--- src/design/qbrf_pkg.sv ---
// ----------------------------------------------------------------------------
// qbrf_pkg
// Types and fixed constants of the quadratic bisection root finder.
// ----------------------------------------------------------------------------
`default_nettype none

package qbrf_pkg;

  localparam int DATA_W    = 32;
  localparam int PASS_W    = 7;
  localparam int TOL_W     = 31;
  localparam int CFG_IDX_W = 3;
  localparam int OP_W      = DATA_W + 1;   // multiplier operand
  localparam int PROD_W    = 2 * OP_W;     // multiplier product
  localparam int ACC_W     = 97;           // exact polynomial sum, any legal scaling

  typedef enum logic [1:0] {
    ST_SMALL  = 2'd0,
    ST_ZERO   = 2'd1,
    ST_NARROW = 2'd2,
    ST_LIMIT  = 2'd3
  } status_t;

  typedef enum logic [CFG_IDX_W-1:0] {
    REG_SQUARE   = 3'd0,
    REG_LINEAR   = 3'd1,
    REG_CONSTANT = 3'd2,
    REG_TOL      = 3'd3
  } cfg_reg_t;

  typedef struct packed {
    logic signed [DATA_W-1:0] left_end;
    logic signed [DATA_W-1:0] right_end;
  } in_item_t;

  typedef struct packed {
    logic signed [DATA_W-1:0] root;
    logic [PASS_W-1:0]        passes;
    status_t                  status;
  } out_item_t;

endpackage

`default_nettype wire

--- src/design/quadratic_bisection_root_finder_top.sv ---
// ----------------------------------------------------------------------------
// Quadratic bisection root finder
// Bisects an input interval toward a root of a*x*x + b*x + c in signed fixed
// point, using one shared multiplier under a small sequencer.
// ----------------------------------------------------------------------------
// Usage:
//   Input channel in_valid/in_ready carries {left_end, right_end}. The block
//   takes one interval at a time; in_ready is high only while it is idle.
//   Result channel out_valid/out_ready carries {root, passes, status}, held
//   in an output register, so a new interval may be accepted while an older
//   result still waits for its transfer.
//   Configuration channel cfg_valid/cfg_ready/cfg_index/cfg_data writes the
//   coefficients (index 0..2) and tolerance (index 3); other indexes drop the
//   write. cfg_ready is always high; write only while the block is idle.
// Sequence:
//   Every evaluation of the polynomial runs on the shared 33x33 multiplier
//   (three products, one add, two accumulates, saturate, decide). One
//   evaluation at the left end precedes the passes, and each pass evaluates
//   the polynomial at its midpoint.
// Reset and stall:
//   Synchronous active-low reset returns to idle, drops any pending result
//   and loads the default coefficients. If a search finishes while the
//   previous result has not been taken, the sequencer holds in its decide
//   step until the output register frees.
// ----------------------------------------------------------------------------
`default_nettype none

module quadratic_bisection_root_finder_top #(
  parameter int MAX_PASSES = 64,
  parameter int FRAC_BITS  = 16
) (
  input  wire logic                                clk,
  input  wire logic                                rst_n,
  input  wire logic                                in_valid,
  output      logic                                in_ready,
  input  wire qbrf_pkg::in_item_t                  in_item,
  output      logic                                out_valid,
  input  wire logic                                out_ready,
  output      qbrf_pkg::out_item_t                 out_item,
  input  wire logic                                cfg_valid,
  output      logic                                cfg_ready,
  input  wire logic [qbrf_pkg::CFG_IDX_W-1:0]      cfg_index,
  input  wire logic [qbrf_pkg::DATA_W-1:0]         cfg_data
);

  import qbrf_pkg::*;

  // Default register values: 0.77, -2.35, -4 and 0.015, rounded to nearest.
  localparam longint ONE_Q     = longint'(1) <<< FRAC_BITS;
  localparam longint SQ_RST    = (77 * ONE_Q + 50) / 100;
  localparam longint LIN_RST   = -((235 * ONE_Q + 50) / 100);
  localparam longint CONST_RST = -(4 * ONE_Q);
  localparam longint TOL_RST   = (15 * ONE_Q + 500) / 1000;

  typedef enum logic [2:0] {
    S_IDLE,
    S_MUL_AX,   // prod = a * x
    S_ADD_B,    // t = a * x + b * 2^F
    S_MUL_LO,   // prod = t[31:0] * x
    S_MUL_HI,   // prod = t[63:32] * x, acc = low product + c * 2^2F
    S_ACC_HI,   // acc += high product * 2^32
    S_SAT,      // floor, saturate, pick the kept half
    S_DEC       // stop test, next midpoint
  } state_t;

  state_t state_r;

  // Configuration registers.
  logic signed [DATA_W-1:0] coef_sq_r;
  logic signed [DATA_W-1:0] coef_lin_r;
  logic signed [DATA_W-1:0] coef_const_r;
  logic [TOL_W-1:0]         tol_r;

  // Search state.
  logic signed [DATA_W-1:0] lo_r;
  logic signed [DATA_W-1:0] hi_r;
  logic signed [DATA_W-1:0] mid_r;      // evaluation point, last midpoint
  logic signed [DATA_W:0]   diff_r;     // hi - lo at the start of the pass
  logic                     narrow_r;
  logic signed [DATA_W-1:0] fm_r;
  logic                     fl_nz_r;    // f(lo) nonzero
  logic                     fl_neg_r;   // f(lo) negative
  logic                     init_r;     // evaluating f at the left end
  logic [PASS_W-1:0]        pass_cnt_r;
  logic                     out_valid_r;
  out_item_t                out_item_r;

  // Shared arithmetic unit.
  logic signed [OP_W-1:0]   op_a;
  logic signed [OP_W-1:0]   op_b;
  logic signed [PROD_W-1:0] mul_p;
  logic signed [PROD_W-1:0] prod_r;
  logic signed [2*DATA_W-1:0] t_r;
  logic signed [ACC_W-1:0]  acc_r;

  logic signed [2*DATA_W-1:0] lin_shift;
  logic signed [ACC_W-1:0]  const_shift;
  logic signed [ACC_W-1:0]  prod_ext;
  logic signed [ACC_W-1:0]  acc_sh;
  logic                     sat_ok;
  logic signed [DATA_W-1:0] fm_sat;
  logic                     fm_nz;
  logic                     fm_neg;
  logic                     go_hi;

  logic signed [DATA_W:0]   sum_lh;
  logic signed [DATA_W:0]   diff_lh;
  logic [DATA_W:0]          diff_abs;
  logic [DATA_W-1:0]        fm_abs;
  logic                     fm_small;
  logic                     last_pass;
  logic                     stop;
  status_t                  stop_status;
  logic                     res_load;

  assign in_ready  = (state_r == S_IDLE);
  assign out_valid = out_valid_r;
  assign out_item  = out_item_r;
  assign cfg_ready = 1'b1;

  // --------------------------------------------------------------------------
  // Configuration writes; unknown indexes drop the write.
  // --------------------------------------------------------------------------
  always_ff @(posedge clk) begin
    if (!rst_n) begin
      coef_sq_r    <= DATA_W'(SQ_RST);
      coef_lin_r   <= DATA_W'(LIN_RST);
      coef_const_r <= DATA_W'(CONST_RST);
      tol_r        <= TOL_W'(TOL_RST);
    end else if (cfg_valid) begin
      unique case (cfg_index)
        REG_SQUARE:   coef_sq_r    <= cfg_data;
        REG_LINEAR:   coef_lin_r   <= cfg_data;
        REG_CONSTANT: coef_const_r <= cfg_data;
        REG_TOL:      tol_r        <= cfg_data[TOL_W-1:0];
        default: ;
      endcase
    end
  end

  // --------------------------------------------------------------------------
  // Multiplier operand select. Horner form: f = ((a*x + b*2^F) * x) + c*2^2F,
  // the 64-bit middle term split in two 32-bit halves for the second product.
  // --------------------------------------------------------------------------
  always_comb begin
    op_b = {mid_r[DATA_W-1], mid_r};
    unique case (state_r)
      S_MUL_LO: op_a = {1'b0, t_r[DATA_W-1:0]};
      S_MUL_HI: op_a = {t_r[2*DATA_W-1], t_r[2*DATA_W-1:DATA_W]};
      default:  op_a = {coef_sq_r[DATA_W-1], coef_sq_r};
    endcase
  end

  assign mul_p = op_a * op_b;

  assign lin_shift   = {{DATA_W{coef_lin_r[DATA_W-1]}}, coef_lin_r} <<< FRAC_BITS;
  assign const_shift = {{(ACC_W-DATA_W){coef_const_r[DATA_W-1]}}, coef_const_r}
                       <<< (2 * FRAC_BITS);
  assign prod_ext    = {{(ACC_W-PROD_W){prod_r[PROD_W-1]}}, prod_r};

  always_ff @(posedge clk) begin
    unique case (state_r)
      S_MUL_AX: prod_r <= mul_p;
      S_ADD_B:  t_r    <= prod_r[2*DATA_W-1:0] + lin_shift;
      S_MUL_LO: prod_r <= mul_p;
      S_MUL_HI: begin
        prod_r <= mul_p;
        acc_r  <= prod_ext + const_shift;
      end
      S_ACC_HI: acc_r <= acc_r + (prod_ext <<< DATA_W);
      default: ;
    endcase
  end

  // --------------------------------------------------------------------------
  // Floor to the fixed-point grid and saturate to 32 bits; the sign of the
  // exact sum is the sign of the saturated value.
  // --------------------------------------------------------------------------
  assign acc_sh = acc_r >>> (2 * FRAC_BITS);
  assign sat_ok = (&acc_sh[ACC_W-1:DATA_W-1]) | ~(|acc_sh[ACC_W-1:DATA_W-1]);
  assign fm_sat = sat_ok ? acc_sh[DATA_W-1:0]
                : (acc_r[ACC_W-1] ? {1'b1, {(DATA_W-1){1'b0}}}
                                  : {1'b0, {(DATA_W-1){1'b1}}});
  assign fm_nz  = |acc_sh;
  assign fm_neg = acc_r[ACC_W-1];

  // Keep the left half only when f(lo) and f(mid) have strictly opposite signs.
  assign go_hi = fl_nz_r && (fl_neg_r != fm_neg);

  // Next midpoint (floor) and width from the updated interval.
  assign sum_lh   = {lo_r[DATA_W-1], lo_r} + {hi_r[DATA_W-1], hi_r};
  assign diff_lh  = {hi_r[DATA_W-1], hi_r} - {lo_r[DATA_W-1], lo_r};
  assign diff_abs = diff_r[DATA_W] ? (~diff_r + 1'b1) : diff_r;

  assign fm_abs    = fm_r[DATA_W-1] ? (~fm_r + 1'b1) : fm_r;
  assign fm_small  = (fm_abs <= {1'b0, tol_r});
  assign last_pass = (pass_cnt_r == PASS_W'(MAX_PASSES));

  always_comb begin
    stop        = 1'b1;
    stop_status = ST_LIMIT;
    priority if (fm_r == '0) begin
      stop_status = ST_ZERO;
    end else if (narrow_r) begin
      stop_status = ST_NARROW;
    end else if (fm_small) begin
      stop_status = ST_SMALL;
    end else if (last_pass) begin
      stop_status = ST_LIMIT;
    end else begin
      stop = 1'b0;
    end
  end

  // A finished search moves into the output register once it is free.
  assign res_load = (state_r == S_DEC) && !init_r && stop && (!out_valid_r || out_ready);

  // --------------------------------------------------------------------------
  // Sequencer, search state and result register.
  // --------------------------------------------------------------------------
  always_ff @(posedge clk) begin
    if (!rst_n) begin
      state_r     <= S_IDLE;
      out_valid_r <= 1'b0;
      init_r      <= 1'b0;
      pass_cnt_r  <= '0;
    end else begin
      // Load a finished search, else let a result transfer free the register.
      if (res_load) begin
        out_valid_r <= 1'b1;
      end else if (out_valid_r && out_ready) begin
        out_valid_r <= 1'b0;
      end

      unique case (state_r)
        S_IDLE: begin
          if (in_valid) begin
            lo_r    <= in_item.left_end;
            hi_r    <= in_item.right_end;
            mid_r   <= in_item.left_end;
            init_r  <= 1'b1;
            state_r <= S_MUL_AX;
          end
        end
        S_MUL_AX: begin
          narrow_r <= (diff_abs < {2'b00, tol_r});
          state_r  <= S_ADD_B;
        end
        S_ADD_B:  state_r <= S_MUL_LO;
        S_MUL_LO: state_r <= S_MUL_HI;
        S_MUL_HI: state_r <= S_ACC_HI;
        S_ACC_HI: state_r <= S_SAT;
        S_SAT: begin
          fm_r <= fm_sat;
          if (init_r) begin
            fl_nz_r  <= fm_nz;
            fl_neg_r <= fm_neg;
          end else if (go_hi) begin
            hi_r <= mid_r;
          end else begin
            // Moving lo onto mid carries f(mid) over as the new f(lo).
            lo_r     <= mid_r;
            fl_nz_r  <= fm_nz;
            fl_neg_r <= fm_neg;
          end
          state_r <= S_DEC;
        end
        S_DEC: begin
          if (init_r || !stop) begin
            mid_r      <= sum_lh[DATA_W:1];
            diff_r     <= diff_lh;
            pass_cnt_r <= init_r ? PASS_W'(1) : pass_cnt_r + 1'b1;
            init_r     <= 1'b0;
            state_r    <= S_MUL_AX;
          end else if (res_load) begin
            out_item_r.root   <= mid_r;
            out_item_r.passes <= pass_cnt_r;
            out_item_r.status <= stop_status;
            state_r           <= S_IDLE;
          end
        end
        default: state_r <= S_IDLE;
      endcase
    end
  end

endmodule

`default_nettype wire

--- config.mk ---
export PLATFORM = sky130hd
export DESIGN_NAME = quadratic_bisection_root_finder_top
export DESIGN_NICKNAME = d
export VERILOG_FILES = /design/src/design/qbrf_pkg.sv /design/src/design/quadratic_bisection_root_finder_top.sv
export SDC_FILE = /design/constraint.sdc
export NUM_CORES = 2
export LEC_CHECK = 0
export ABC_AREA = 1
export BUFFER_PORTS_ARGS = -buffer_cell sky130_fd_sc_hd__buf_2
export CORE_AREA = 2 2 417 419
export DETAILED_ROUTE_END_ITERATION = 16
export DIE_AREA = 0 0 419 421
export SKIP_LAST_GASP = 1
export SLEW_MARGIN = 0
export SYNTH_ARGS = -nofsm -noshare
export SYNTH_HDL_FRONTEND = slang
export SYNTH_SLANG_ARGS = --single-unit
export TNS_END_PERCENT = 5
--- constraint.sdc ---
create_clock -name clk -period 9.95 [get_ports clk]
set_input_delay 1.4925 -clock clk [delete_from_list [all_inputs] [get_ports clk]]
set_output_delay 1.4925 -clock clk [all_outputs]
set_load 0.02 [all_outputs]
# After elaboration in Yosys (flattened, before gate mapping)

Index checks and enable logic that the tools add are counted.

Output and inout port bits: 44
Logic and storage cells: 129
Register bits after elaboration: 570
Input port bits: 104

Multipliers: 1
Add/subtract/negate cells: 8
Reduce and logical (&&, ||, !) cells: 36
Bitwise gates (word level): 5
Order comparisons: 2
Mux-type cells: 36
Eq/ne operators: 19

Operators with widths:

| kind                    | count |
|---|---|
| $mux W32                | 10 |
| $pmux W97 S2            | 1 |
| $pmux W32 S2            | 3 |
| $add A97 B97 Y97        | 1 |
| $add A65 B64 Y66        | 1 |
| $pmux W33 S2            | 1 |
| $mul A33 B32 Y65        | 1 |
| $reduce_or A65 Y1       | 1 |
| $add A64 B64 Y64        | 1 |
| $reduce_and A34 Y1      | 1 |
| $reduce_or A34 Y1       | 1 |
| $add A32 B32 Y33        | 1 |
| $add A33 B1 Y33 const B | 1 |
| $lt A33 B31 Y1          | 1 |
| $mux W33                | 1 |
| $not A33 Y33            | 1 |
| $sub A32 B32 Y33        | 1 |
| $add A32 B1 Y32 const B | 1 |
| $le A32 B31 Y1          | 1 |
| $logic_not A32 Y1       | 1 |
| $not A32 Y32            | 1 |
| $pmux W3 S8             | 1 |
| $reduce_and A2 Y1       | 8 |
| $eq A3 B2 Y1 const B    | 4 |
| 24 further kinds        | 62 |

# Longest topological paths before layout

Depth in word-level cells: 12
Mapped depth: 41
Mapped depth without buffers: 38

# Worst setup path before layout

Ideal clock, no wire load.

Path kind: register to register
Start: register state_r[0]
End: register prod_r[62], data pin
Setup slack: 1.763 ns
Data required time: 9.685 ns
Cell stages (with the launch flop): 31
Data arrival time: 7.922 ns
Path buffers: 2
Setup time: 0.265 ns
Clock period less this slack: 8.187 ns
Cell sequence: dfxtp_1 -> buf_2 -> nand2_1 -> nor2_2 -> nor2_2 -> nand2_1 -> nand2_1 -> clkbuf_1 -> nor2_1 -> fa_1 -> fa_1 -> fa_1 -> fa_1 -> inv_1 -> fa_1 -> inv_1 -> fa_1 -> inv_1 -> fa_1 -> inv_1 -> fa_1 -> ha_1 -> nand2_1 -> nor2_1 -> inv_1 -> nor2_1 -> inv_1 -> nor4_1 -> nand4_1 -> o21ai_0 -> xor2_1

Word-level cells in the longest chain between the ends: 3
Elaborated cells on any way between the ends: 4
Classes of those cells: mul (1); eq/ne (2); mux (1)

RTL lines:

| what                                         | line                                       | RTL |
|---|---|---|
| start, declared                              | quadratic_bisection_root_finder_top.sv:66  | `state_t state_r;` |
| start signal, assigned                       | quadratic_bisection_root_finder_top.sv:223 | `state_r <= S_IDLE;` |
| start signal, assigned                       | quadratic_bisection_root_finder_top.sv:242 | `state_r <= S_MUL_AX;` |
| start signal, assigned                       | quadratic_bisection_root_finder_top.sv:247 | `state_r <= S_ADD_B;` |
| $eq A3 B3 Y1 or $eq A3 B2 Y1 (tied branches) | quadratic_bisection_root_finder_top.sv:147 | `unique case (state_r)` |
| $pmux W33 S2 (*)                             | quadratic_bisection_root_finder_top.sv:147 |  |
| $mul A33 B32 Y65 (*)                         | quadratic_bisection_root_finder_top.sv:154 | `assign mul_p = op_a * op_b;` |
| via mul_p[62]                                | quadratic_bisection_root_finder_top.sv:91  | `logic signed [PROD_W-1:0] mul_p;` |
| end signal, assigned                         | quadratic_bisection_root_finder_top.sv:163 | `S_MUL_AX: prod_r <= mul_p;` |
| end signal, assigned                         | quadratic_bisection_root_finder_top.sv:165 | `S_MUL_LO: prod_r <= mul_p;` |
| end signal, assigned                         | quadratic_bisection_root_finder_top.sv:167 | `prod_r <= mul_p;` |
| end, declared                                | quadratic_bisection_root_finder_top.sv:92  | `logic signed [PROD_W-1:0] prod_r;` |

Mark *: on every way through the listed nets, which the timed path passes. The rest lies on a longest branch.
A chain may end at the register's enable or synchronous reset.

# Worst setup path in the final report

Start: register state_r[0]
End: register prod_r[51], data pin

The elaborated chain is that of the path after synthesis.

==> reports/results.ini <==
[outcome]
status = finished, final reports clean

[sta]
finalHoldViolCount = 0
grt_setup_unrepaired = false
finalClockSkew_ns = 0.0452
relSlewSlack = 0.228
hold_ws_ns = 0.470
max_freq_ghz = 0.104
final.setup.tns_ns = 0
setup_viol = 0
min_period_ns = 9.64
tightest_slew_ns = 1.15
drv_slew = 0
fin_crit_sh = 0.968

[worst_setup_path]
slowest_delay_ns = 0.68
cp.required_ns = 10.35
r2r_cells = 31
r2r_end = prod_r[51]
critPathCapture = prod_r[51]
worstSetupEndpointType = flop
timing.rr.start = state_r[0]
slowest_stage = inv_1
r2r_setup_slack_ns = 0.31
cp_max_fo = 22
cp_common_cell = fa_1
startpoint_type = flop
crit_type = reg -> reg
worstPathArrival_ns = 10.04
startpoint = state_r[0]

[logic_synthesis]
synth_xor_area_frac = 0.0290
ys_ff_latch = 538
yosysUniqueCellTypes = 77
synth_top_family_by_area = adder cells
synthTopCellsByArea = fa_1 (31%), edfxtp_1 (17%), inv_1 (8.7%), ha_1 (8.0%), nand2_1 (7.9%)
synth_top_area_share = 0.311
synth_nets = 10300
synthCells = 8625
synth_warnings = 0
synth_area_um2 = 71900
synthSimpleGateAreaFrac = 0.173
synth_fa_ha_area_frac = 0.391
syn_avg_cell_area_um2 = 8.34
synth_compound_area_frac = 0.0954
yosys.area.top_type = fa_1
synth.mux.area_fraction = 0.000296
async_flop_share = 0
synth_edf_count = 399
synth_ff_type = edfxtp_1
ys_seq_area_frac = 0.205

[floorplan]
fp-row-count = 153
ios = 148
initial_core_util = 0.417
die_h_um = 421
fp.dieW_um = 419
core_um2 = 172000
die_area_um2 = 176000

[final_layout]
n_fill_cell = 17100
fin_area_um2 = 77900
ff_latch_area_um2 = 14800
syn2layout_area_growth_pct = 8.35
drive_above_1_share = 0.0677
multi_input_area_um2 = 49700
finalNetCount = 10400

[worst_hold_path]
hold_class = reg -> reg
worst_hold_startpoint = coef_sq_r[31]

[placement]
dpl_cell_area_um2 = 75600
io_buffers = 146
place_congestion = 1.01
dpl.hpwl_um = 225000

[detailed_routing]
first_pass_iters = 6
drcViolationCount = 0
ant_nets = 0
wl_um = 272000
vias = 60500
wl_per_cell_um = 24.5
initialDrtViolationCount = 6023
routed_via_density = 5.46

[grt]
antenna_found_initial = 27
gr-total-overflow = 0
grt_max_degree = 85
grt_use_total = 0.313
grt_pass1_vias = 61600
grt_pass1_wl_um = 405000

[clocking]
clk_latency_ns = 0.71
cts_tree = yes
h-tree-depth = 3
cts_root_buffer = clkbuf_16
clkTransAtPathRegs_ns = 0.06
cts_buffers = 67
cts_max_path_buffers = 3
hold_buffers = 0
cts_num_sinks = 538

[job]
maxCapViolations = 0

## flip-flops by register name, indices dropped and copies added (netlist names)
| signal | count |
|---|---|
| fl_neg_r | 1 |
| mid_r | 32 |
| out_valid | 1 |
| coef_const_r | 32 |
| coef_lin_r | 32 |
| diff_r | 33 |
| prod_r | 65 |
| init_r | 1 |
| t_r | 64 |
| acc_r | 65 |
| narrow_r | 1 |
| coef_sq_r | 32 |
| pass_cnt_r | 7 |
| hi_r | 32 |
| fl_nz_r | 1 |
| fm_r | 32 |
| state_r | 3 |
| out_item | 41 |
| tol_r | 31 |
| lo_r | 32 |
## worst max-delay path, delay by kind of cell (launching register included)
kind                     cells  cell delay (ns)
adder cells (fa/ha/maj)      9             4.36
AND/OR/NAND/NOR             10             1.70
AO/OA/AOI/OAI                6             1.44
buffers and inverters        5             1.09
flip-flops                   1             0.51
XOR/XNOR                     1             0.21
## synthesized netlist by cell type (5+ instances only)
| cell | number |
|---|---|
| o21ai_0 | 399 |
| o21a_1 | 24 |
| inv_2 | 26 |
| a21oi_2 | 46 |
| nand3_1 | 185 |
| and3_1 | 5 |
| nor3_2 | 6 |
| a21boi_0 | 12 |
| a21oi_1 | 475 |
| nand4_1 | 47 |
| dfxtp_1 | 139 |
| o21ai_2 | 14 |
| edfxtp_1 | 399 |
| nor2_4 | 6 |
| o21bai_1 | 26 |
| o211ai_1 | 13 |
| clkbuf_1 | 195 |
| a21o_1 | 21 |
| nand2_1 | 1522 |
| a21boi_2 | 7 |
| xor2_1 | 155 |
| a31oi_1 | 69 |
| o221ai_1 | 7 |
| nor2_2 | 10 |
| xnor2_1 | 83 |
| o31ai_1 | 11 |
| inv_1 | 1672 |
| nor2_1 | 1139 |
| clkinv_1 | 12 |
| fa_1 | 1117 |
| nor4_1 | 36 |
| ha_1 | 459 |
| or2_2 | 19 |
| nor3_1 | 55 |
| buf_2 | 80 |
| or2_0 | 5 |
| nand2_2 | 12 |
| a221oi_1 | 10 |
| a211oi_1 | 8 |
| o21ai_1 | 25 |
## cell families (layout without fill, tap and decap cells)
kind of cell | Yosys count | in the layout
and+or+nand+nor | 3078 | 3078
buffers and inverters | 1994 | 2127
adders and majority gates | 1576 | 1576
AOI/OAI and AO/OA | 1198 | 1198
DFF | 538 | 538
xor gates and xnor gates | 238 | 238
muxes | 2 | 2
other | 1 | 14
## layer usage
layer	vias to the layer above	track usage	wire length, um
met5	-	0	46
met4	8	0.162	15600
met3	556	0.0585	22900
met2	2717	0.485	123000
met1	30300	0.416	111000
li1	27000	-	-
## worst min-delay path by stage
stage | endpoint | slack [ns] | depth (start not counted)
finish | coef_sq_r[31] | 0.47 | 2
global route | coef_sq_r[31] | 0.48 | 2
CTS | coef_sq_r[31] | 0.47 | 2
detailed placement | coef_sq_r[31] | 0.46 | 2
global placement | coef_lin_r[23] | 0.45 | 2
floorplan | out_item[14] | 0.42 | 0
## layout make-up
| cell class | instances | area share |
|---|---|---|
| Antenna cell | 13 | 0.000417 |
| Clock buffer | 81 | 0.0233 |
| Clock inverter | 43 | 0.00567 |
| Inverter | 1710 | 0.0824 |
| Multi-Input combinational cell | 6093 | 0.637 |
| Sequential cell | 538 | 0.189 |
| Tap cell | 2325 | 0.0373 |
| Timing Repair Buffer | 293 | 0.0241 |
## layout by cell type (no fill, tap or decap), drive strengths merged, types with 17 or more instances in the layout
cell type / n
nor4: 36
o21a: 24
o21bai: 28
xnor2: 83
nor3: 61
clkbuf: 81
a21o: 21
nand3: 191
nand2: 1537
dfxtp: 139
a21boi: 20
o211ai: 17
buf: 293
clkinv: 33
nor2: 1155
o21ai: 438
edfxtp: 399
a31oi: 69
inv: 1714
nand4: 51
ha: 459
fa: 1117
a21oi: 522
or2: 28
xor2: 155
## through the flow
stage	instances	util	setup slack, ns
after floorplan	8625	-	1.76
after global placement	11000	0.438	0.448
after detailed placement	11000	0.438	0.377
after CTS	11100	0.452	0.340
after global routing	11100	0.452	0.0283
final	11100	0.452	0.314
## timing repair
action                                  CTS  global route
resized for setup                         0             2
endpoints found under the setup margin    0             6
buffers inserted                          0             0
Power is left out: the tool's default activity adds up to more than one toggle a clock period on the data nets, which glitch-free logic cannot reach.
